**config.mk**
```make
export PLATFORM = sky130hd
export DESIGN_NAME = dpw_flow
export DESIGN_NICKNAME = d
export VERILOG_FILES = /design/src/sv/dpw_pkg.sv /design/src/sv/dpw_flow.sv
export VERILOG_INCLUDE_DIRS = /design/src /design/src/sv
export SDC_FILE = /design/constraint.sdc
export NUM_CORES = 1
export LEC_CHECK = 0
export ABC_AREA = 0
export ABC_CLOCK_PERIOD_IN_PS = 2100
export BUFFER_PORTS_ARGS = -buffer_cell sky130_fd_sc_hd__clkbuf_2
export CAP_MARGIN = 20
export CELL_PAD_IN_SITES_DETAIL_PLACEMENT = 0
export CELL_PAD_IN_SITES_GLOBAL_PLACEMENT = 2
export CORE_MARGIN = 2
export CORE_UTILIZATION = 30
export CTS_BUF_LIST = sky130_fd_sc_hd__clkbuf_2
export CTS_CLUSTER_SIZE = 20
export DETAILED_ROUTE_END_ITERATION = 16
export PLACE_DENSITY_LB_ADDON = 0.1
export SLEW_MARGIN = 25
export SYNTH_ARGS = -nofsm -noshare
export SYNTH_HDL_FRONTEND = slang
export SYNTH_SLANG_ARGS = --single-unit
```
**constraint.sdc**
```tcl
create_clock -name clk -period 2.1 [get_ports clk]
set_input_delay 0.315 -clock clk [delete_from_list [all_inputs] [get_ports clk]]
set_output_delay 0.315 -clock clk [all_outputs]
set_load 0.01 [all_outputs]
```
**src/sv/depth_pixel_to_world_point_assert.svh**
```systemverilog
// Assertion macros shared by the depth pixel to world point RTL.
// Each macro expects signals named clk and rst in the including module.
`ifndef DEPTH_PIXEL_TO_WORLD_POINT_ASSERT_SVH
`define DEPTH_PIXEL_TO_WORLD_POINT_ASSERT_SVH

// A condition that must hold at every clock edge outside reset.
`define DPW_ASSERT(lbl, cond, msg) \
  lbl: assert property (@(posedge clk) disable iff (rst) (cond)) else $error(msg);

// A consequence that must hold in the cycle after its trigger.
`define DPW_ASSERT_NEXT(lbl, ante, cons, msg) \
  lbl: assert property (@(posedge clk) disable iff (rst) (ante) |=> (cons)) else $error(msg);

`endif

```
**src/sv/dpw_pkg.sv**
```systemverilog
// Shared types and constants for the depth pixel to world point block.
// No dependencies.
package dpw_pkg;

  localparam int CFG_DATA_W    = 64;
  localparam int CFG_INDEX_W   = 3;
  localparam int FRAME_W       = 12;
  localparam int INV_FOCAL_W   = 24;
  localparam int INV_FOCAL_SH  = 25;
  localparam int COEF_W        = 16;
  localparam int COEF_FRAC     = 14;
  localparam int BRIGHT_W      = 8;
  localparam int COLOR_W       = 8;
  localparam int WORLD_W       = 18;

  // Pipeline depth: back-projection stages followed by transform stages.
  localparam int BP_STAGES     = 5;
  localparam int XF_STAGES     = 5;
  localparam int STAGES        = BP_STAGES + XF_STAGES;

  typedef enum logic [CFG_INDEX_W-1:0] {
    REG_FRAME_WIDTH      = 3'd0,
    REG_FRAME_HEIGHT     = 3'd1,
    REG_INV_FOCAL        = 3'd2,
    REG_POSE_ROW_X       = 3'd3,
    REG_POSE_ROW_Y       = 3'd4,
    REG_POSE_ROW_Z       = 3'd5,
    REG_TABLE_BRIGHTNESS = 3'd6
  } reg_index_t;

  typedef struct packed {
    logic [FRAME_W-1:0]     frame_width;
    logic [FRAME_W-1:0]     frame_height;
    logic [INV_FOCAL_W-1:0] inv_focal;
    logic [CFG_DATA_W-1:0]  pose_row_x;
    logic [CFG_DATA_W-1:0]  pose_row_y;
    logic [CFG_DATA_W-1:0]  pose_row_z;
    logic [BRIGHT_W-1:0]    table_brightness;
  } cfg_t;

  // Per-pixel fields that ride alongside the arithmetic.
  typedef struct packed {
    logic               point_valid;
    logic               is_object;
    logic [COLOR_W-1:0] red;
    logic [COLOR_W-1:0] green;
    logic [COLOR_W-1:0] blue;
  } side_t;

endpackage

```
**src/sv/dpw_flow.sv**
```systemverilog
// Valid tracking and per-stage load enables for the pixel pipeline.
// Depends on dpw_pkg and depth_pixel_to_world_point_assert.svh.
`include "depth_pixel_to_world_point_assert.svh"

module dpw_flow (
  input  logic                       clk,
  input  logic                       rst,
  input  logic                       in_valid,
  input  logic                       out_stall,
  output logic [dpw_pkg::STAGES-1:0] en,
  output logic                       in_stall,
  output logic                       out_valid
);

  localparam int N = dpw_pkg::STAGES;
  localparam logic [N-1:0] ALL_ONES = {N{1'b1}};

  logic [N-1:0] vld;
  logic         accept;
  logic         take;

  // A stage may load when the output drains or a bubble sits at or after it.
  always_comb begin
    for (int k = 0; k < N; k++) begin
      en[k] = !out_stall || ((vld >> k) != (ALL_ONES >> k));
    end
  end

  assign in_stall  = rst || !en[0];
  assign out_valid = vld[N-1];
  assign accept    = in_valid && !in_stall;
  assign take      = out_valid && !out_stall;

  always_ff @(posedge clk) begin
    if (rst) begin
      vld <= '0;
    end else begin
      if (en[0]) begin
        vld[0] <= in_valid;
      end
      for (int k = 1; k < N; k++) begin
        if (en[k]) begin
          vld[k] <= vld[k-1];
        end
      end
    end
  end

  `DPW_ASSERT(a_no_overrun, !(|(vld[N-2:0] & ~en[N-1:1] & en[N-2:0])), "stage overwritten while held")
  `DPW_ASSERT_NEXT(a_fill, accept && !take, $countones(vld) == $past($countones(vld)) + 1, "occupancy did not grow")
  `DPW_ASSERT_NEXT(a_drain, !accept && take, $countones(vld) + 1 == $past($countones(vld)), "occupancy did not shrink")
  `DPW_ASSERT(a_full_stall, !((&vld) && out_stall) || in_stall, "transaction taken while full")

endmodule

```
==> impl_results.md <==
- Outcome: complete, no violations
- Vias per cell: around 4.7
- Netlist cell types: 19
- Grt ovf: 0
- Chip width: between 40 and 50 um
- Filler cells: 157
- Hold_buf cts: 0
- Minimum clock period: ~1.9 ns
- Fraction of post-synthesis cell area in the top cell type by area: 0.456
- Initial antenna violation count: 0
- Multi-input logic area: roughly 190 sq um
- Vias: between 300 and 400
- RSZ-0062 raised after global routing: false
- DP Area: 510 sq um
- Antenna Cells: 0
- CTS resizes: 0
- Slew HR: 0.704
- Critical path's top delay family: simple AND/OR/NAND/NOR gates
- Startpoint Class: register
- Row count: 13
- Largest Register: vld
- Final ANT Viol Nets: 0
- Fin cells: around 80
- FMAX: 532 MHz
- I/O pin total: 16
- R2R setup slack: approximately 0.86 ns
- Synth warnings: 0
- Worst EP required: 1.78 ns
- Initial Utilization: 0.329
- Drt drc: 0
- WL final: about 760 um
- Synth Instances: 48
- Layout area overhead: 19.7%
- Port bufs: 15
- Commonest non-fill, non-tap cell in the layout: clkbuf_2
- Max reg flops: 10
- Hold Vio Cnt, Final: 0
- Avg Inst Size Synth: around 9 sq um
- Setup violators final: 0
- Worst-margin pin slew: approximately 0.44 ns
- Most frequent cells in the layout: clkbuf_2 (18), dfxtp_1 (10), a21oi_1 (8)
- HPWL Detailed: ~580 um
- RD Place Congestion: 0.696
- VDD IR max: between 200 and 300 uV
- DIE AREA: between 1500 and 2000 sq um
- TritonCTS clock tree: done
- P per Cell Area: a little under 600 nW/um^2
- Sequential share of the synthesized area: 0.456
- CP max stage cell: and3_1
- Worst Path Buf+Inv: 1
- Placed instance count: 75
- P_leak: ~0.24 nW
- Nets: 69
- Synthesized Nets: 52
- Setup TNS Final: 0 ns
- Yosys reg bits: 10
- Max-capacitance violation count: 0
- Biggest regs: vld x10
- Inserted Clock Buffers: 3
- Core area: about 1300 sq um
- Clock Sinks: 10
- Clk_skew: roughly 0.0038 ns
- Final Cell Area: about 530 sq um
- Worst skew pair latency: between 0.2 and 0.3 ns
- Post-CTS setup buffer count: 0
- CP Data Arrival Time: 1.56 ns
- Slew Limit Fails: 0
- Crit share post-route: 0.894
- Initial DRC count: 2
- Synthesized area: between 400 and 500 sq um
- Slowest stage delay, CP: ~0.44 ns
- Crit path cell chain: and3_1 > nand4_4 > or2_1 > clkbuf_2
- Vias in the first global route: slightly below 300
- GRT Resource Usage Total: 0.0883
- Die H: between 40 and 50 um
- Drt first pass iters: 3
- Critical path endpoint category: output port
- Routed WL per cell: slightly below 10 um
- Clk slew on worst S/H paths: about 0.090 ns
- Layout cells sized above 1: 0.365
- Synth area leader: dfxtp_1
- CP Class: reg2out
- Largest cells by area after synthesis: dfxtp_1 (46%), a21oi_1 (9.1%), inv_1 (6.0%)
- Max FO, Critical Path: 10
- CTS Root Cell: clkbuf_2
- Htree depth: 1
- Register area: 200 sq um
- Largest net degree at the start of global routing: 13
- Clock Path Buffers: 2
- First-pass GRT wire length: 1.17 mm
- HP Class: in2reg
[cell usage after synthesis]
master	number
dfxtp_1	10
a21oi_1	8
inv_1	7
nor2_1	4
nand2_1	3
and3_1	2
nand2b_1	2
and2_1	1
and3_2	1
buf_6	1
clkbuf_1	1
clkbuf_4	1
nand3_1	1
nand3_4	1
nand4_1	1
nand4_2	1
nand4_4	1
o41ai_2	1
or2_1	1
[area by class of cell]
class / instances / share of cell area
Clock buffer: 3 / 0.0286
Inverter: 7 / 0.0500
Multi-Input combinational cell: 28 / 0.362
Sequential cell: 10 / 0.381
Tap cell: 15 / 0.0357
Timing Repair Buffer: 15 / 0.143
[kinds of logic after synthesis]
logic type,Yosys count,share of synthesized area
buffers and inverters,10,0.111
AOI/OAI and AO/OA,9,0.128
DFF,10,0.456
and+or+nand+nor,19,0.305
[final timing paths]
kind | start | endpoint | cells past startpoint
hold / removal | in_valid | vld[0] | 3
hold reg to reg | vld[3] | vld[4] | 2
setup reg to reg | vld[9] | vld[4] | 3
setup / recovery | vld[9] | en[1] | 4
[metal layers]
metal,up-vias,GRT usage,wire length [um],part of all wire
met2,14,0.126,350,0.46
li1,187,-,-,-
met1,162,0.104,344,0.45
met5,-,0,0,0
met4,0,0.0750,9,0.012
met3,2,0.0302,56,0.074
[worst register-to-register path, delay by kind of cell, from the launching register on]
kind,cells,cell delay (ns)
flops,1,0.37
compound gates,1,0.16
simple gates,2,0.64
[per-stage QoR]
stage,total power [mW],hold WS (ns),utilization,worst slack (ns)
after floorplan,0.206,0.411,-,0.707
after global placement,0.212,0.435,0.383,0.428
after detailed placement,0.212,0.435,0.383,0.418
after CTS,0.312,0.261,0.394,0.197
after global routing,0.321,0.323,0.394,0.0827
final,0.309,0.265,0.394,0.222
[power breakdown]
| part | switching, mW | leakage (nW) | internal, mW | total, mW |
|---|---|---|---|---|
| clock | 0.0625 | 0.0125 | 0.0390 | 0.102 |
| sequential | 0.00174 | 0.0811 | 0.193 | 0.194 |
| combinational | 0.00748 | 0.143 | 0.00532 | 0.0128 |
| total | 0.0718 | 0.237 | 0.237 | 0.309 |
Power figures use the tool's default switching activity.
