==> src/sv/depth_pixel_to_world_point_assert.svh <==
// Assertion macros shared by the depth pixel to world point RTL.
// Each macro expects signals named clk and rst in the including module.
`ifndef DEPTH_PIXEL_TO_WORLD_POINT_ASSERT_SVH
`define DEPTH_PIXEL_TO_WORLD_POINT_ASSERT_SVH

// A condition that must hold at every clock edge outside reset.
`define DPW_ASSERT(lbl, cond, msg) \
  lbl: assert property (@(posedge clk) disable iff (rst) (cond)) else $error(msg);

// A consequence that must hold in the cycle after its trigger.
`define DPW_ASSERT_NEXT(lbl, ante, cons, msg) \
  lbl: assert property (@(posedge clk) disable iff (rst) (ante) |=> (cons)) else $error(msg);

`endif

==> src/sv/dpw_pkg.sv <==
// Shared types and constants for the depth pixel to world point block.
// No dependencies.
package dpw_pkg;

  localparam int CFG_DATA_W    = 64;
  localparam int CFG_INDEX_W   = 3;
  localparam int FRAME_W       = 12;
  localparam int INV_FOCAL_W   = 24;
  localparam int INV_FOCAL_SH  = 25;
  localparam int COEF_W        = 16;
  localparam int COEF_FRAC     = 14;
  localparam int BRIGHT_W      = 8;
  localparam int COLOR_W       = 8;
  localparam int WORLD_W       = 18;

  // Pipeline depth: back-projection stages followed by transform stages.
  localparam int BP_STAGES     = 5;
  localparam int XF_STAGES     = 5;
  localparam int STAGES        = BP_STAGES + XF_STAGES;

  typedef enum logic [CFG_INDEX_W-1:0] {
    REG_FRAME_WIDTH      = 3'd0,
    REG_FRAME_HEIGHT     = 3'd1,
    REG_INV_FOCAL        = 3'd2,
    REG_POSE_ROW_X       = 3'd3,
    REG_POSE_ROW_Y       = 3'd4,
    REG_POSE_ROW_Z       = 3'd5,
    REG_TABLE_BRIGHTNESS = 3'd6
  } reg_index_t;

  typedef struct packed {
    logic [FRAME_W-1:0]     frame_width;
    logic [FRAME_W-1:0]     frame_height;
    logic [INV_FOCAL_W-1:0] inv_focal;
    logic [CFG_DATA_W-1:0]  pose_row_x;
    logic [CFG_DATA_W-1:0]  pose_row_y;
    logic [CFG_DATA_W-1:0]  pose_row_z;
    logic [BRIGHT_W-1:0]    table_brightness;
  } cfg_t;

  // Per-pixel fields that ride alongside the arithmetic.
  typedef struct packed {
    logic               point_valid;
    logic               is_object;
    logic [COLOR_W-1:0] red;
    logic [COLOR_W-1:0] green;
    logic [COLOR_W-1:0] blue;
  } side_t;

endpackage

==> src/sv/dpw_cfg.sv <==
// Configuration register file for the depth pixel to world point block.
// Depends on dpw_pkg.
module dpw_cfg (
  input  logic                               clk,
  input  logic                               rst,
  input  logic                               cfg_we,
  input  logic [dpw_pkg::CFG_INDEX_W-1:0]    cfg_index,
  input  logic [dpw_pkg::CFG_DATA_W-1:0]     cfg_data,
  output dpw_pkg::cfg_t                      cfg
);

  always_ff @(posedge clk) begin
    if (rst) begin
      cfg.frame_width      <= 12'd640;
      cfg.frame_height     <= 12'd480;
      cfg.inv_focal        <= 24'd27962;
      cfg.pose_row_x       <= 64'h0000_0000_0000_4000;
      cfg.pose_row_y       <= 64'h0000_0000_4000_0000;
      cfg.pose_row_z       <= 64'h0000_4000_0000_0000;
      cfg.table_brightness <= 8'd230;
    end else if (cfg_we) begin
      unique case (cfg_index)
        dpw_pkg::REG_FRAME_WIDTH: begin
          cfg.frame_width <= cfg_data[dpw_pkg::FRAME_W-1:0];
        end
        dpw_pkg::REG_FRAME_HEIGHT: begin
          cfg.frame_height <= cfg_data[dpw_pkg::FRAME_W-1:0];
        end
        dpw_pkg::REG_INV_FOCAL: begin
          cfg.inv_focal <= cfg_data[dpw_pkg::INV_FOCAL_W-1:0];
        end
        dpw_pkg::REG_POSE_ROW_X: begin
          cfg.pose_row_x <= cfg_data;
        end
        dpw_pkg::REG_POSE_ROW_Y: begin
          cfg.pose_row_y <= cfg_data;
        end
        dpw_pkg::REG_POSE_ROW_Z: begin
          cfg.pose_row_z <= cfg_data;
        end
        dpw_pkg::REG_TABLE_BRIGHTNESS: begin
          cfg.table_brightness <= cfg_data[dpw_pkg::BRIGHT_W-1:0];
        end
        default: begin
        end
      endcase
    end
  end

endmodule

==> config.mk <==
export PLATFORM = sky130hd
export DESIGN_NAME = dpw_cfg
export DESIGN_NICKNAME = d
export VERILOG_FILES = /design/src/sv/depth_pixel_to_world_point_assert.svh /design/src/sv/dpw_pkg.sv /design/src/sv/dpw_cfg.sv
export SDC_FILE = /design/constraint.sdc
export NUM_CORES = 1
export LEC_CHECK = 0
export ABC_AREA = 1
export BUFFER_PORTS_ARGS = -buffer_cell sky130_fd_sc_hd__buf_2
export CAP_MARGIN = 30
export CORE_MARGIN = 3
export CORE_UTILIZATION = 25
export DETAILED_ROUTE_END_ITERATION = 7
export GPL_TIMING_DRIVEN = 0
export PLACE_DENSITY_LB_ADDON = 0.12
export SLEW_MARGIN = 20
export SYNTH_ARGS = -nofsm -noshare
export SYNTH_HDL_FRONTEND = slang
export SYNTH_SLANG_ARGS = --single-unit
==> constraint.sdc <==
create_clock -name clk -period 1.1 [get_ports clk]
set_input_delay 0.055 -clock clk [delete_from_list [all_inputs] [get_ports clk]]
set_output_delay 0.055 -clock clk [all_outputs]
set_load 0.01 [all_outputs]
==> key figures <==
Finish
  – Commonest cells after routing, fill and taps aside: nor2_1, nand2_1, nand3_1
  – Number of flip-flops in the largest register: 248
  – Design area: 0.0153 sq mm
  – Area Growth Syn to Fin: 55.9%
  – Final Non-Filler Cells: 2370
  – Post-layout nets: 1897
  – Commonest non-fill, non-tap cell in the layout: nor2_1
  – Layout cell share with drive strength beyond 1: 37.1%
  – Largest registers: cfg x248
  – Most flop-heavy register: cfg

Floorplan
  – IO Pins: 318
  – Die Wd: 204 um
  – # rows: 72
  – Initial core utilization: 25.4%
  – Core area: 0.0387 sq mm
  – Die Ht: 204 um
  – Die Area: 0.0418 sq mm

Power
  – Cell-internal power: 16.6 mW
  – Pwr dens: 1460 mW/mm^2
  – Pleak: 7.12 nW
  – NetSw: 5.73 mW
  – Worst IR Drop VDD: 1.04 mV
  – Sw frac: 25.7%
  – Comb power frac: 12.5%
  – Clock power frac: 44.6%
  – Seq pwr share: 42.9%

Worst setup path
  – Critical path buffers and inverters: 1
  – Slowest CP cell: dfxtp_2
  – Max stage delay on crit path: 360 ps
  – CP Max Fanout: 2
  – Cell chain of the critical path: buf_6
  – Startpoint Class: register
  – Crit path kind: reg -> out
  – Required time of the critical path: 1040 ps
  – RR Startpoint: cfg[37]
  – Element type at the critical path end: output pin
  – Worst Setup SP: cfg[75]
  – CP top delay family: flip-flops
  – Worst Path Arrival: 1040 ps

Place
  – I/O Buffers: 317
  – Dpl hpwl: 29800 um
  – Placed cell count: 2241
  – DP Area: 0.0121 sq mm
  – RePlAce Congestion: 0.787

Outcome
  – Status: complete, no violations

CTS
  – H-tree levels: 1
  – CTS tree: yes
  – CTS Buf Count: 30
  – CTS root buf: clkbuf_16
  – Max clock buf depth: 3
  – Worst skew pair latency: 550 ps
  – Clk slew on worst S/H paths: 60 ps
  – Clock Sink Count: 248

Global routing
  – Met2 usage in global routing: 31.9%
  – Gr usage total: 18.8%
  – Largest net degree at the start of global routing: 15
  – Initial antenna violation count: 3
  – Met3 usage in global routing: 5.13%
  – Wire length of the first global-routing pass: 60900 um
  – Global route hottest layer: met2
  – GR Overflow Total: 0
  – Number of global-route vias before repair: 10200
  – Grt met1 use: 23.5%

Drt
  – Routed vias: 10100
  – Final ANT Viol Nets: 0
  – Starting DRT DRC Count: 347
  – Pre-antenna DRT Iters: 4
  – DRC viols: 0
  – Wirelength, routed: 40400 um
  – WL per Instance: 17.0 um
  – Vias/cell: 4.28

STA
  – Slew @ Worst Pin: 717 ps
  – Relative slew slack: 52.0%
  – Fin crit share: 99.2%
  – Endpoints failing hold: 0
  – Final Max Slew Viols: 0
  – Setup-failing EPs final: 0
  – Min cycle time layout: 1090 ps
  – FMAX: 917 MHz
  – Fin Clk Skew: 0 ps
  – RSZ-0062 raised after global routing: true

Flow run
  – Max Cap Viol: 0

Synthesis
  – Synthesized area per cell: 7.00 sq um
  – Yosys cell types: 16
  – Synth Cell Area: 0.00984 sq mm
  – Part of the Yosys area used for sequential elements: 50.5%
  – Syn nets: 1475
  – Post-synthesis sequential element count: 248
  – Post-Synthesis Cells: 1405
  – Synth warnings: 0

Worst hold path
  – Worst Hold Class: in -> reg
  – Hold Startpoint: cfg_index[1]
==> path summary, 6_finish.rpt <==
| kind | end | slack (ps) | cells after the start |
|---|---|---|---|
| max | cfg[75] | 9 | 1 |
| min reg2reg | cfg[245] | 460 | 2 |
| min | cfg[206] | 0.08 | 5 |
| max reg2reg | cfg[37] | 400 | 3 |
==> cell usage after synthesis (all sizes together) <==
| cell type | n | area, sq um |
|---|---|---|
| nor2 | 461 | 1770 |
| nand2 | 278 | 1050 |
| dfxtp | 248 | 4960 |
| nand3 | 248 | 1240 |
| buf | 73 | 450 |
| inv | 70 | 263 |
| clkbuf | 23 | 86.3 |
| o21ai | 3 | 15.0 |
| clkinv | 1 | 3.75 |
==> layout make-up <==
cell class                 count  area (sq um)
inverter                      71           267
tap                          518           648
buffer                        96           539
clock buffer                  48           940
multi-input combinational    990          4080
timing repair buffer         390          3540
clock inverter                 6          58.8
sequential                   248          5270
fill                        4131         23400
antenna                        3          7.51
==> cells by family after synthesis <==
logic type             after synthesis  synth area share (%)
AND/OR/NAND/NOR                    987                  41.2
flip-flops                         248                  50.5
AO/OA/AOI/OAI                        3                 0.153
buffers and inverters              167                  8.16
==> what timing repair did <==
item / 4_1_cts / 5_1_grt
hold endpoints to repair: 212 / 0
setup endpoints to repair: 328 / 159
gates resized for setup: 424 / 73
buffers inserted: 0 / 3
hold buffers: 70 / 0
pin swaps: 0 / 0
==> layer usage <==
layer	up-vias	share of wire [%]
met2	255	47
met3	53	7.1
li1	5204	-
met1	4628	44
met4	0	2.4
met5	-	0
==> tightest hold or removal path, stage by stage <==
cell,delay [ps]
buf_2,140
nand2_1,100
nor2_2,90
nor2_1,90
nor2_1,50
==> per-stage QoR <==
stage	setup slack (ps)	power (mW)	utilization, %	setup TNS [ps]	hold WS, ps
after floorplan	190	11.0	-	0	168
after global placement	-826	12.0	31.2	-127700	266
after detailed placement	-827	12.0	31.2	-119470	280
after CTS	-21.0	22.6	38.7	-65.0	4.71
after global routing	-30.8	23.4	39.6	-486	37.3
final	9.07	22.3	39.6	0	0.0793
==> power by group through the flow <==
stage / sequential, mW / clock (mW) / combinational (mW)
2_1_floorplan: 9.80 / 0 / 1.17
3_3_place_gp: 9.66 / 0 / 2.34
3_5_place_dp: 9.66 / 0 / 2.35
4_1_cts: 9.57 / 10.3 / 2.75
5_1_grt: 9.62 / 10.7 / 3.10
6_report: 9.59 / 9.96 / 2.79
(Power assumes the default switching activity.)
