[src/sv/depth_pixel_to_world_point_assert.svh]
// Assertion macros shared by the depth pixel to world point RTL.
// Each macro expects signals named clk and rst in the including module.
`ifndef DEPTH_PIXEL_TO_WORLD_POINT_ASSERT_SVH
`define DEPTH_PIXEL_TO_WORLD_POINT_ASSERT_SVH

// A condition that must hold at every clock edge outside reset.
`define DPW_ASSERT(lbl, cond, msg) \
  lbl: assert property (@(posedge clk) disable iff (rst) (cond)) else $error(msg);

// A consequence that must hold in the cycle after its trigger.
`define DPW_ASSERT_NEXT(lbl, ante, cons, msg) \
  lbl: assert property (@(posedge clk) disable iff (rst) (ante) |=> (cons)) else $error(msg);

`endif

[src/sv/dpw_pkg.sv]
// Shared types and constants for the depth pixel to world point block.
// No dependencies.
package dpw_pkg;

  localparam int CFG_DATA_W    = 64;
  localparam int CFG_INDEX_W   = 3;
  localparam int FRAME_W       = 12;
  localparam int INV_FOCAL_W   = 24;
  localparam int INV_FOCAL_SH  = 25;
  localparam int COEF_W        = 16;
  localparam int COEF_FRAC     = 14;
  localparam int BRIGHT_W      = 8;
  localparam int COLOR_W       = 8;
  localparam int WORLD_W       = 18;

  // Pipeline depth: back-projection stages followed by transform stages.
  localparam int BP_STAGES     = 5;
  localparam int XF_STAGES     = 5;
  localparam int STAGES        = BP_STAGES + XF_STAGES;

  typedef enum logic [CFG_INDEX_W-1:0] {
    REG_FRAME_WIDTH      = 3'd0,
    REG_FRAME_HEIGHT     = 3'd1,
    REG_INV_FOCAL        = 3'd2,
    REG_POSE_ROW_X       = 3'd3,
    REG_POSE_ROW_Y       = 3'd4,
    REG_POSE_ROW_Z       = 3'd5,
    REG_TABLE_BRIGHTNESS = 3'd6
  } reg_index_t;

  typedef struct packed {
    logic [FRAME_W-1:0]     frame_width;
    logic [FRAME_W-1:0]     frame_height;
    logic [INV_FOCAL_W-1:0] inv_focal;
    logic [CFG_DATA_W-1:0]  pose_row_x;
    logic [CFG_DATA_W-1:0]  pose_row_y;
    logic [CFG_DATA_W-1:0]  pose_row_z;
    logic [BRIGHT_W-1:0]    table_brightness;
  } cfg_t;

  // Per-pixel fields that ride alongside the arithmetic.
  typedef struct packed {
    logic               point_valid;
    logic               is_object;
    logic [COLOR_W-1:0] red;
    logic [COLOR_W-1:0] green;
    logic [COLOR_W-1:0] blue;
  } side_t;

endpackage

[src/sv/dpw_backproj.sv]
// Pinhole back-projection pipeline: pixel offsets, depth products, focal scaling.
// Depends on dpw_pkg. Five register stages, loaded by the flow enables.
module dpw_backproj #(
  parameter int  COORD_BITS = 12,
  parameter int  DEPTH_BITS = 16,
  localparam int XC_W       = COORD_BITS + DEPTH_BITS + 2
) (
  input  logic                               clk,
  input  logic [dpw_pkg::BP_STAGES-1:0]      en,
  input  logic [COORD_BITS-1:0]              column,
  input  logic [COORD_BITS-1:0]              row,
  input  logic [DEPTH_BITS-1:0]              depth_mm,
  input  logic [dpw_pkg::FRAME_W-1:0]        frame_width,
  input  logic [dpw_pkg::FRAME_W-1:0]        frame_height,
  input  logic [dpw_pkg::INV_FOCAL_W-1:0]    inv_focal,
  output logic signed [XC_W-1:0]             xc,
  output logic signed [XC_W-1:0]             yc,
  output logic [DEPTH_BITS-1:0]              zc
);

  localparam int OFF_W = COORD_BITS + 2;
  localparam int MAG_W = COORD_BITS + 1;
  localparam int A_W   = DEPTH_BITS + MAG_W;
  localparam int SPLIT = (A_W + 1) / 2;
  localparam int AH_W  = A_W - SPLIT;
  localparam int P_W   = AH_W + dpw_pkg::INV_FOCAL_W;
  localparam int Q_W   = SPLIT + dpw_pkg::INV_FOCAL_W;
  localparam int T_W   = A_W + dpw_pkg::INV_FOCAL_W + 1;
  localparam logic [T_W-1:0] HALF = T_W'(1) << (dpw_pkg::INV_FOCAL_SH - 1);

  // Lane 0 is horizontal, lane 1 vertical.
  logic [COORD_BITS-1:0]   coord [2];
  logic [COORD_BITS-1:0]   size_m [2];
  logic signed [OFF_W-1:0] off [2];
  logic [A_W-1:0]          prod_a [2];
  logic [P_W-1:0]          prod_p [2];
  logic [Q_W-1:0]          prod_q [2];
  logic [T_W-1:0]          total [2];

  logic [MAG_W-1:0]        mag0 [2];
  logic                    neg0 [2];
  logic [DEPTH_BITS-1:0]   d0;
  logic [A_W-1:0]          a1 [2];
  logic                    neg1 [2];
  logic [DEPTH_BITS-1:0]   d1;
  logic [P_W-1:0]          p2 [2];
  logic [Q_W-1:0]          q2 [2];
  logic                    neg2 [2];
  logic [DEPTH_BITS-1:0]   d2;
  logic [A_W-1:0]          res3 [2];
  logic                    neg3 [2];
  logic [DEPTH_BITS-1:0]   d3;

  assign coord[0]  = column;
  assign coord[1]  = row;
  assign size_m[0] = COORD_BITS'(frame_width);
  assign size_m[1] = COORD_BITS'(frame_height);

  // Offset from the image middle in half pixels: 2u + 1 - W.
  always_comb begin
    for (int i = 0; i < 2; i++) begin
      off[i]    = $signed({1'b0, coord[i], 1'b1}) - $signed({2'b00, size_m[i]});
      prod_a[i] = d0 * mag0[i];
      prod_p[i] = a1[i][A_W-1:SPLIT] * inv_focal;
      prod_q[i] = a1[i][SPLIT-1:0] * inv_focal;
      total[i]  = T_W'({p2[i], {SPLIT{1'b0}}}) + T_W'(q2[i]) + HALF;
    end
  end

  always_ff @(posedge clk) begin
    if (en[0]) begin
      d0 <= depth_mm;
      for (int i = 0; i < 2; i++) begin
        neg0[i] <= off[i][OFF_W-1];
        mag0[i] <= off[i][OFF_W-1] ? MAG_W'(-off[i]) : MAG_W'(off[i]);
      end
    end
    if (en[1]) begin
      d1 <= d0;
      for (int i = 0; i < 2; i++) begin
        a1[i]   <= prod_a[i];
        neg1[i] <= neg0[i];
      end
    end
    if (en[2]) begin
      d2 <= d1;
      for (int i = 0; i < 2; i++) begin
        p2[i]   <= prod_p[i];
        q2[i]   <= prod_q[i];
        neg2[i] <= neg1[i];
      end
    end
    if (en[3]) begin
      d3 <= d2;
      for (int i = 0; i < 2; i++) begin
        res3[i] <= total[i][T_W-1:dpw_pkg::INV_FOCAL_SH];
        neg3[i] <= neg2[i];
      end
    end
    if (en[4]) begin
      zc <= d3;
      xc <= neg3[0] ? -$signed({1'b0, res3[0]}) : $signed({1'b0, res3[0]});
      yc <= neg3[1] ? -$signed({1'b0, res3[1]}) : $signed({1'b0, res3[1]});
    end
  end

endmodule

[config.mk]
export PLATFORM = sky130hd
export DESIGN_NAME = dpw_backproj
export DESIGN_NICKNAME = d
export VERILOG_FILES = /design/src/sv/depth_pixel_to_world_point_assert.svh /design/src/sv/dpw_pkg.sv /design/src/sv/dpw_backproj.sv
export SDC_FILE = /design/constraint.sdc
export NUM_CORES = 2
export LEC_CHECK = 0
export BUFFER_PORTS_ARGS = -buffer_cell sky130_fd_sc_hd__buf_4
export CAP_MARGIN = 30
export CELL_PAD_IN_SITES_DETAIL_PLACEMENT = 1
export CELL_PAD_IN_SITES_GLOBAL_PLACEMENT = 1
export CORE_MARGIN = 4
export CORE_UTILIZATION = 52
export DETAILED_ROUTE_END_ITERATION = 10
export PLACE_DENSITY = 0.87
export SLEW_MARGIN = 5
export SYNTH_ARGS = -nofsm -noshare
export SYNTH_HDL_FRONTEND = slang
export SYNTH_SLANG_ARGS = --single-unit
[constraint.sdc]
create_clock -name clk -period 8.3 [get_ports clk]
set_input_delay 0.415 -clock clk [delete_from_list [all_inputs] [get_ports clk]]
set_output_delay 0.415 -clock clk [all_outputs]
set_load 0.02 [all_outputs]
==> flow_summary.ini <==
[status]
run_status = finished clean

[die]
die_w_um = 386.4
core_area_mm2 = 0.1419
start_util_pct = 52.45
top_level_ports = 170
rows = 138
die_area_mm2 = 0.1493
floorplan.die.height_um = 386.4

[global_route]
maximum_number_of_pins_on_one_net_before_global_route_repair = 64
grt_first_pass_wirelength_um = 354700
top_usage_layer = met2
overflow = 0
grt_antenna_before_repair = 13
via_count_of_the_first_global_routing_pass = 65110
groute.layer.met3.usage_pct = 4.831
groute.layer.met1.usage_pct = 36.49
grt_util_all_layers_pct = 30.50
grt_util_met2_pct = 54.19

[setup_path]
critPathTopFamily = adder cells
critPathLaunchType = register
timing.critical_path.fanout_max = 24
criticalPathCategory = register to register
reg2reg_setup_slack_ns = 0.93
worstPathCellList = nand2_1 -> fa_1 -> inv_1 -> fa_1 -> fa_1 -> fa_1 -> fa_1 -> fa_1 -> ha_1 -> nand2_1 -> o22ai_1 -> nor3_1 -> a211oi_1 -> a21boi_0 -> a311oi_1 -> nor2b_1 -> nand2b_1 -> xor2_1
endpoint_kind = register
max_stage_delay_ns = 1.04
cpMostUsedCell = sky130_fd_sc_hd__fa_1
timing.critical_path.buf_inv = 1
slowest_stage = sky130_fd_sc_hd__edfxtp_1
required_worst_endpoint_ns = 8.70
worstPathArrival_ns = 7.77

[timing]
totalNegativeSetupSlack_ns = 0
tightestPinTransition_ns = 1.050
finalClockSkew_ns = 0.03354
timing.final.hold_violations = 0
final_period_minus_worst_setup_slack_ns = 7.375
share_of_the_cycle_needed_by_the_critical_path_after_routing_pct = 88.85
maxSlewViolCount = 0
timing.fmax_mhz = 135.6
final_setup_violating_endpoints = 0
layout_setup_ws_ns = 0.9251
rsz0062_at_grt = no
slew_headroom_pct = 30.00

[synthesis]
synth_common_cells = sky130_fd_sc_hd__inv_1, sky130_fd_sc_hd__fa_1, sky130_fd_sc_hd__nand2_1
yosys_warnings = 0
yosys.cell_types.count = 71
postSynthAreaPerCell_um2 = 9.683
synthArstFlopShare_pct = 0
synth-seq-cells = 414
synthDominantCellAreaShare_pct = 37.60
post_synth_edffs = 414
synth_ff_type = sky130_fd_sc_hd__edfxtp_1
netlist_instances = 7688
mappedNetlistArea_mm2 = 0.07444
mappedNetlistNets = 9850
post-synth-top-count-cell = sky130_fd_sc_hd__inv_1
synth.largest_area_cell = sky130_fd_sc_hd__fa_1
synth_seq_area_share_pct = 16.70
synth.top_cells.by_area = sky130_fd_sc_hd__fa_1, sky130_fd_sc_hd__edfxtp_1, sky130_fd_sc_hd__ha_1, sky130_fd_sc_hd__inv_1, sky130_fd_sc_hd__and2_1

[place]
gp_congestion = 0.8706
port_buffers = 169
post-place-ws_ns = 0.9471
place_hpwl_um = 170400
place.detailed.instances = 9454

[routing]
drt_first_iter_violations = 4107
antenna_nets_post_route = 0
via_per_instance_ratio = 5.768
wire_per_inst_um = 23.51
drt_wl_total_um = 225600
routed-via-count = 55350
drtPass1Iterations = 5
drc = 0

[clock_network]
clock_root_buffer = sky130_fd_sc_hd__clkbuf_16
htree_num_levels = 2
clockBufferDepth = 3
insertion_delay_ns = 0.67
clock_pin_slew_reported_for_the_worst_setup_and_hold_paths_after_clock_tree_synthesis_ns = 0.06
tritoncts.num_buffers = 52
ctsResizeCount = 0
numClockSinks = 414
tritoncts = yes

[cells_and_area]
num-nets-final = 9824
stdcell_count = 9596
fillerInstances = 15790
final-seq-area_mm2 = 0.01243
area_growth_syn_to_layout_pct = 7.135
final_layout_size_suffix_gt1_share_pct = 4.573
multiInputGateArea_mm2 = 0.05483

[run]
timing.max_cap.violations = 0

[worst_hold_path]
type_of_the_worst_min_delay_path = primary input to register
through the flow:
| stage | area [um2] | utilization, % | hold slack [ns] |
|---|---|---|---|
| after floorplan | 74440 | - | 0.4003 |
| after global placement | 77170 | 54.37 | 0.4031 |
| after detailed placement | 77190 | 54.38 | 0.4052 |
| after CTS | 79060 | 55.70 | 0.01712 |
| after global routing | 79730 | 56.18 | 0.03328 |
| final | 79750 | 56.19 | 0.04842 |
final timing paths:
check | startpoint | end | cells after the start
min | frame_height[0] | mag0[0][13] | 2
max reg2reg | a1[0][24] | p2[0][33] | 18
max | a1[0][24] | p2[0][33] | 18
min reg2reg | d1[4] | d2[4] | 0
layout by cell type (no fill, tap or decap), drive strengths merged, types with 9 or more instances in the layout:
cell type	n
nand3	34
ha	670
nand2	1097
clkbuf	60
nand4	28
o41ai	15
o21bai	25
dlygate4sd3	17
a21o	100
a21oi	178
clkinv	18
or4	16
o211ai	18
xor2	74
edfxtp	414
nor3	49
or2	9
and2	838
nand2b	35
or3	28
nor2	136
buf	249
xnor2	227
a211oi	21
a211o	11
nor2b	34
inv	1569
a31oi	16
fa	1398
o21a	30
and3	21
o21ai	119
diode	9
o31ai	23
cell families after synthesis:
group	share of synthesized area, %
buffers and inverters	9.651
xor gates and xnor gates	3.541
and+or+nand+nor	15.66
muxes	0.01345
DFF	16.70
AOI/OAI and AO/OA	5.574
adders and majority gates	48.86
timing repair:
action	4_1_cts	5_1_grt
hold endpoints to repair	17	0
setup buffers	0	0
hold buffers	17	0
state kept, by name, indices dropped and copies added (netlist names):
register  cells
a1           58
d0           16
d1           16
d2           16
d3           16
mag0         26
neg0          2
neg1          2
neg2          2
neg3          2
p2           76
q2           48
res3         58
xc           30
yc           30
zc           16
area by class of cell:
cell class,count,area share (%)
inverters,1568,7.380
clock inverters,29,0.4707
multi-input cells,5360,68.74
repair buffers,266,3.155
diodes,9,0.02824
flip-flops and latches,414,15.59
well taps,1890,2.965
clock buffers,60,1.669
per-layer routing:
layer,share of wire (%),vias to the layer above
li1,-,23470
met1,37,28740
met2,51,2384
met3,7.1,758
met4,4.8,4
met5,0.0093,-
Power is left out: the tool's default activity adds up to more than one toggle a clock period on the data nets, which glitch-free logic cannot reach.
