`config.mk`:
```
export PLATFORM = sky130hd
export DESIGN_NAME = dpw_xform
export DESIGN_NICKNAME = d
export VERILOG_FILES = /design/src/sv/depth_pixel_to_world_point_assert.svh /design/src/sv/dpw_pkg.sv /design/src/sv/dpw_xform.sv
export SDC_FILE = /design/constraint.sdc
export NUM_CORES = 2
export LEC_CHECK = 0
export ABC_CLOCK_PERIOD_IN_PS = 12700
export BUFFER_PORTS_ARGS = -buffer_cell sky130_fd_sc_hd__buf_2
export CORE_MARGIN = 1
export CORE_UTILIZATION = 40
export DETAILED_ROUTE_END_ITERATION = 6
export GPL_TIMING_DRIVEN = 0
export SLEW_MARGIN = 20
export SYNTH_ARGS = -nofsm -noshare
export SYNTH_HDL_FRONTEND = slang
export SYNTH_SLANG_ARGS = --single-unit
```
`constraint.sdc`:
```
create_clock -name clk -period 12.7 [get_ports clk]
set_input_delay 0.635 -clock clk [delete_from_list [all_inputs] [get_ports clk]]
set_output_delay 0.635 -clock clk [all_outputs]
set_load 0.03 [all_outputs]
```
`src/sv/depth_pixel_to_world_point_assert.svh`:
```
// Assertion macros shared by the depth pixel to world point RTL.
// Each macro expects signals named clk and rst in the including module.
`ifndef DEPTH_PIXEL_TO_WORLD_POINT_ASSERT_SVH
`define DEPTH_PIXEL_TO_WORLD_POINT_ASSERT_SVH

// A condition that must hold at every clock edge outside reset.
`define DPW_ASSERT(lbl, cond, msg) \
  lbl: assert property (@(posedge clk) disable iff (rst) (cond)) else $error(msg);

// A consequence that must hold in the cycle after its trigger.
`define DPW_ASSERT_NEXT(lbl, ante, cons, msg) \
  lbl: assert property (@(posedge clk) disable iff (rst) (ante) |=> (cons)) else $error(msg);

`endif

```
`src/sv/dpw_pkg.sv`:
```
// Shared types and constants for the depth pixel to world point block.
// No dependencies.
package dpw_pkg;

  localparam int CFG_DATA_W    = 64;
  localparam int CFG_INDEX_W   = 3;
  localparam int FRAME_W       = 12;
  localparam int INV_FOCAL_W   = 24;
  localparam int INV_FOCAL_SH  = 25;
  localparam int COEF_W        = 16;
  localparam int COEF_FRAC     = 14;
  localparam int BRIGHT_W      = 8;
  localparam int COLOR_W       = 8;
  localparam int WORLD_W       = 18;

  // Pipeline depth: back-projection stages followed by transform stages.
  localparam int BP_STAGES     = 5;
  localparam int XF_STAGES     = 5;
  localparam int STAGES        = BP_STAGES + XF_STAGES;

  typedef enum logic [CFG_INDEX_W-1:0] {
    REG_FRAME_WIDTH      = 3'd0,
    REG_FRAME_HEIGHT     = 3'd1,
    REG_INV_FOCAL        = 3'd2,
    REG_POSE_ROW_X       = 3'd3,
    REG_POSE_ROW_Y       = 3'd4,
    REG_POSE_ROW_Z       = 3'd5,
    REG_TABLE_BRIGHTNESS = 3'd6
  } reg_index_t;

  typedef struct packed {
    logic [FRAME_W-1:0]     frame_width;
    logic [FRAME_W-1:0]     frame_height;
    logic [INV_FOCAL_W-1:0] inv_focal;
    logic [CFG_DATA_W-1:0]  pose_row_x;
    logic [CFG_DATA_W-1:0]  pose_row_y;
    logic [CFG_DATA_W-1:0]  pose_row_z;
    logic [BRIGHT_W-1:0]    table_brightness;
  } cfg_t;

  // Per-pixel fields that ride alongside the arithmetic.
  typedef struct packed {
    logic               point_valid;
    logic               is_object;
    logic [COLOR_W-1:0] red;
    logic [COLOR_W-1:0] green;
    logic [COLOR_W-1:0] blue;
  } side_t;

endpackage

```
`src/sv/dpw_xform.sv`:
```
// One output row of the rigid transform: dot product, rounding, offset, clamp.
// Depends on dpw_pkg. Five register stages, the last being the output register.
module dpw_xform #(
  parameter int  COORD_BITS = 12,
  parameter int  DEPTH_BITS = 16,
  localparam int XC_W       = COORD_BITS + DEPTH_BITS + 2
) (
  input  logic                                clk,
  input  logic [dpw_pkg::XF_STAGES-1:0]       en,
  input  logic [dpw_pkg::CFG_DATA_W-1:0]      pose,
  input  logic signed [XC_W-1:0]              xc,
  input  logic signed [XC_W-1:0]              yc,
  input  logic [DEPTH_BITS-1:0]               zc,
  input  logic                                keep,
  output logic signed [dpw_pkg::WORLD_W-1:0]  world
);

  localparam int CW    = dpw_pkg::COEF_W;
  localparam int L     = XC_W / 2;
  localparam int XH_W  = XC_W - L;
  localparam int PL_W  = CW + L + 1;
  localparam int PH_W  = CW + XH_W;
  localparam int PZ_W  = CW + DEPTH_BITS + 1;
  localparam int LO_W  = ((PL_W > PZ_W) ? PL_W : PZ_W) + 2;
  localparam int HI_W  = PH_W + 1;
  localparam int ACC_W = XC_W + 18;
  localparam int W0_W  = ACC_W - dpw_pkg::COEF_FRAC;
  localparam int W1_W  = W0_W + 1;
  localparam logic signed [ACC_W-1:0] HALF_UP = ACC_W'(1) << (dpw_pkg::COEF_FRAC - 1);
  localparam logic signed [ACC_W-1:0] HALF_DN = HALF_UP - ACC_W'(1);
  localparam logic signed [W1_W-1:0]  LIM_HI  = W1_W'((1 << (dpw_pkg::WORLD_W - 1)) - 1);
  localparam logic signed [W1_W-1:0]  LIM_LO  = W1_W'(-(1 << (dpw_pkg::WORLD_W - 1)));

  logic signed [CW-1:0]    r0, r1, r2, t;
  logic signed [PL_W-1:0]  mxl, myl;
  logic signed [PH_W-1:0]  mxh, myh;
  logic signed [PZ_W-1:0]  mz;
  logic signed [ACC_W-1:0] rsum;
  logic signed [W1_W-1:0]  wt;

  logic signed [PL_W-1:0]  pxl, pyl;
  logic signed [PH_W-1:0]  pxh, pyh;
  logic signed [PZ_W-1:0]  pz;
  logic signed [LO_W-1:0]  lo;
  logic signed [HI_W-1:0]  hi;
  logic signed [ACC_W-1:0] acc;
  logic signed [W0_W-1:0]  w0;

  assign r0 = $signed(pose[CW-1:0]);
  assign r1 = $signed(pose[2*CW-1:CW]);
  assign r2 = $signed(pose[3*CW-1:2*CW]);
  assign t  = $signed(pose[4*CW-1:3*CW]);

  // The camera x and y are split in halves to keep each product narrow.
  assign mxl = r0 * $signed({1'b0, xc[L-1:0]});
  assign mxh = r0 * $signed(xc[XC_W-1:L]);
  assign myl = r1 * $signed({1'b0, yc[L-1:0]});
  assign myh = r1 * $signed(yc[XC_W-1:L]);
  assign mz  = r2 * $signed({1'b0, zc});

  // Round half away from zero before dropping the fraction bits.
  assign rsum = acc + (acc[ACC_W-1] ? HALF_DN : HALF_UP);
  assign wt   = W1_W'(w0) + W1_W'(t);

  always_ff @(posedge clk) begin
    if (en[0]) begin
      pxl <= mxl;
      pxh <= mxh;
      pyl <= myl;
      pyh <= myh;
      pz  <= mz;
    end
    if (en[1]) begin
      lo <= LO_W'(pxl) + LO_W'(pyl) + LO_W'(pz);
      hi <= HI_W'(pxh) + HI_W'(pyh);
    end
    if (en[2]) begin
      acc <= (ACC_W'(hi) <<< L) + ACC_W'(lo);
    end
    if (en[3]) begin
      w0 <= rsum[ACC_W-1:dpw_pkg::COEF_FRAC];
    end
    if (en[4]) begin
      if (!keep) begin
        world <= '0;
      end else if (wt > LIM_HI) begin
        world <= LIM_HI[dpw_pkg::WORLD_W-1:0];
      end else if (wt < LIM_LO) begin
        world <= LIM_LO[dpw_pkg::WORLD_W-1:0];
      end else begin
        world <= wt[dpw_pkg::WORLD_W-1:0];
      end
    end
  end

endmodule

```
==> reports/results.ini <==
[run_status]
status=finished clean

[logic_synthesis]
post_synth_inst_count=6426
most_frequent_cells_after_synthesis=sky130_fd_sc_hd__inv_1, sky130_fd_sc_hd__fa_1, sky130_fd_sc_hd__nand2_1
post_synthesis_area_per_instance_um2=9.80
synth.top_cell.area_share_pct=37.9
synth_enable_flop_cells=325
synth-seq-area-share_pct=15.5
synth.net_count=8362
synth_top_area_cell=sky130_fd_sc_hd__fa_1
asyncSetResetFlopFracSynth_pct=0
yosys_warnings=0
yosys.cell_types.count=83
dominantRegCellSynth=sky130_fd_sc_hd__edfxtp_1
post-synth-top-count-cell=sky130_fd_sc_hd__inv_1
post_synth_instance_area_um2=62900
cells_taking_the_most_area_after_synthesis=sky130_fd_sc_hd__fa_1, sky130_fd_sc_hd__edfxtp_1, sky130_fd_sc_hd__ha_1
postSynthRegisterBits=325

[floorplanning]
design.portCount=165
floorplan.initialDensity_pct=40.3
die_h_um=399
fp.coreArea_um2=156000
dieWidth_um=399
die-area_um2=159000
cell_row_count=145

[critical_path]
critical_path.reg2reg.startpoint=pxl[1]$_DFFE_PP_
crit_family=adder cells
cp.arrival_ps=8350
critical_path.endpoint_type=flop
path_max_fanout=10
critical_path.n_buffers_inverters=5
critical_path.max_stage_delay_ps=710
worstSetupPathType=input pin to flop
worstPathCellList=buf_2 -> clkbuf_1 -> nand2_1 -> fa_1 -> fa_1 -> fa_1 -> inv_1 -> fa_1 -> fa_1 -> inv_1 -> fa_1 -> inv_1 -> ha_1 -> and2_1 -> a221o_1 -> a221o_1 -> a311oi_2 -> o21ai_1 -> a2111oi_1 -> o31ai_1 -> o41ai_1 -> xnor2_1
r2r_end=lo[33]$_DFFE_PP_
reg2regPathDepth=15
crit_path_top_delay_cell=sky130_fd_sc_hd__a2111oi_1
required_ps=12990
cp-start-kind=input pin
crit_top_cell=sky130_fd_sc_hd__fa_1
reg2reg_slack_ps=7630

[placed_design]
place_ws_ps=4140
place_inst=8617
detailedPlacementHpwl_mm=139
numPortBuffers=131
routabilityCongestion=0.933

[global_route]
global_route.usage.total_pct=21.1
via_count_of_the_first_global_routing_pass=46200
grt_first_pass_wirelength_mm=258
pin_count_of_the_biggest_net_entering_global_routing=92
grt_antenna_before_repair=16
grt-ovfl-total=0

[clock_network]
post_cts.repair.setup_buffers=0
cts.hold.buffers_added=0
cts-root-to-sink-buffers=3
clock_insertion_delay_worst_skew_ps=560
cts.sinks=325
cts_clk_pin_slew_worst_paths_ps=60
cts_inserted_buffers=36
resize_count_post_cts=0
cts_tree=yes
cts_root_buffer=sky130_fd_sc_hd__clkbuf_16
cts_max_level=2

[detailed_routing]
drt_first_iter_violations=2824
post-route-drc-count=0
vias_per_cell=5.10
vias=44300
drt-pass1-iter-count=5
wl_cell_um=18.8
ant_nets=0
detail_route.wirelength_mm=164

[cells_and_area]
post_layout_nonfiller_instances=8688
drive_gt1_share_pct=3.55
design.final.nets=8533
fill_cells=15100
regArea_um2=9760
multiInputGateArea_um2=47200
area_growth_syn_to_layout_pct=7.24

[timing]
report.final.hold_viol_count=0
slew_viol_final=0
slew_of_the_pin_with_the_lowest_slew_margin_ps=1180
hold-worst-slack_ps=405
timing.slew.headroom_pct=20.6
fin_tns_setup_ps=0
max_freq_mhz=124
final.period_utilization_pct=63.5
finalClockSkew_ps=22.6
timing.final.crit_period_ps=8060
setup_slack_ps=4640
final-setup-viol-count=0
grt_setup_unrepaired=no

[hold_path]
min_to=hi[26]$_DFFE_PP_
whs_path_depth=1
launch_point_of_the_worst_hold_path=en[1]
worst_hold_path_type=input pin to flop

[flow_run]
drv.max_cap_violation_count=0

## worst max-delay path by stage
stage	from	end	slack, ps	depth (start not counted)
floorplan	pose[11]	pxl[31]$_DFFE_PP_	5670	21
global placement	xc[3]	pxl[31]$_DFFE_PP_	4230	22
detailed placement	xc[3]	pxl[31]$_DFFE_PP_	4140	22
CTS	xc[3]	pxl[31]$_DFFE_PP_	4690	22
global route	xc[3]	pxl[31]$_DFFE_PP_	4290	22
finish	xc[3]	pxl[31]$_DFFE_PP_	4640	22
## through the flow
| stage | util (%) | instance area, µm² |
|---|---|---|
| 6_report | 43.2 | 67500 |
| 5_1_grt | 43.2 | 67500 |
| 4_1_cts | 43.2 | 67500 |
| 3_5_place_dp | 42.4 | 66200 |
| 3_3_place_gp | 42.4 | 66200 |
| 2_1_floorplan | - | 62900 |
## layout by cell type (no fill, tap or decap), drive strengths merged, types with 27 or more instances in the layout
cell | synthesis | final
o21ai | 106 | 106
edfxtp | 325 | 325
nor3 | 42 | 42
a211oi | 27 | 27
xnor2 | 222 | 222
xor2 | 82 | 82
ha | 596 | 596
nand3 | 81 | 81
clkbuf | 197 | 233
a21oi | 187 | 187
and3 | 27 | 27
nor2 | 158 | 158
a21o | 104 | 104
buf | 7 | 140
nand2b | 43 | 43
o21a | 34 | 34
inv | 1379 | 1381
fa | 1193 | 1193
and2 | 609 | 609
nand2 | 714 | 714
o21bai | 38 | 38
## registers in the layout (all words and copies together) (netlist names)
signal	flops
lo	34
acc	48
pxl	32
pyh	31
pz	33
world	18
pyl	32
pxh	31
w0	34
hi	32
## metal layers
metal	vias up	track usage, %	part of all wire, %
li1	20300	-	-
met1	22600	28.8	44
met2	1179	35.3	48
met3	207	3.26	6.5
met4	8	4.56	2.3
met5	-	0	0.036
## cell families after synthesis
kind of cell | synth area share (%)
xor+xnor | 4.24
simple gates | 13.9
buf+inv | 9.47
compound gates | 7.02
flops | 15.5
mux | 0.0338
fa+ha+maj | 49.8
## worst register-to-register path: stages (launching register included)
cell and delay, ps:
sky130_fd_sc_hd__edfxtp_1 490, sky130_fd_sc_hd__fa_1 580, sky130_fd_sc_hd__ha_1 160, sky130_fd_sc_hd__inv_1 60
sky130_fd_sc_hd__fa_1 460, sky130_fd_sc_hd__nor2b_1 120, sky130_fd_sc_hd__o21ai_0 110, sky130_fd_sc_hd__a21bo_2 250
sky130_fd_sc_hd__a211oi_1 310, sky130_fd_sc_hd__o31ai_1 220, sky130_fd_sc_hd__a211oi_1 420, sky130_fd_sc_hd__nor3_1 160
sky130_fd_sc_hd__o41ai_1 790, sky130_fd_sc_hd__a41oi_1 190, sky130_fd_sc_hd__o21bai_1 180, sky130_fd_sc_hd__xnor2_1 300
## final cells by class
class / count / share of cell area (%)
tap: 2058 / 3.81
inverter: 1381 / 7.68
sequential: 325 / 14.5
multi-input combinational: 4516 / 70.0
clock inverter: 28 / 0.508
clock buffer: 36 / 1.33
antenna: 7 / 0.0259
timing repair buffer: 133 / 1.07
buffer: 204 / 1.15
Power is not shown: default switching activity piles up to over one toggle a cycle in this logic, so the estimate is an artifact.
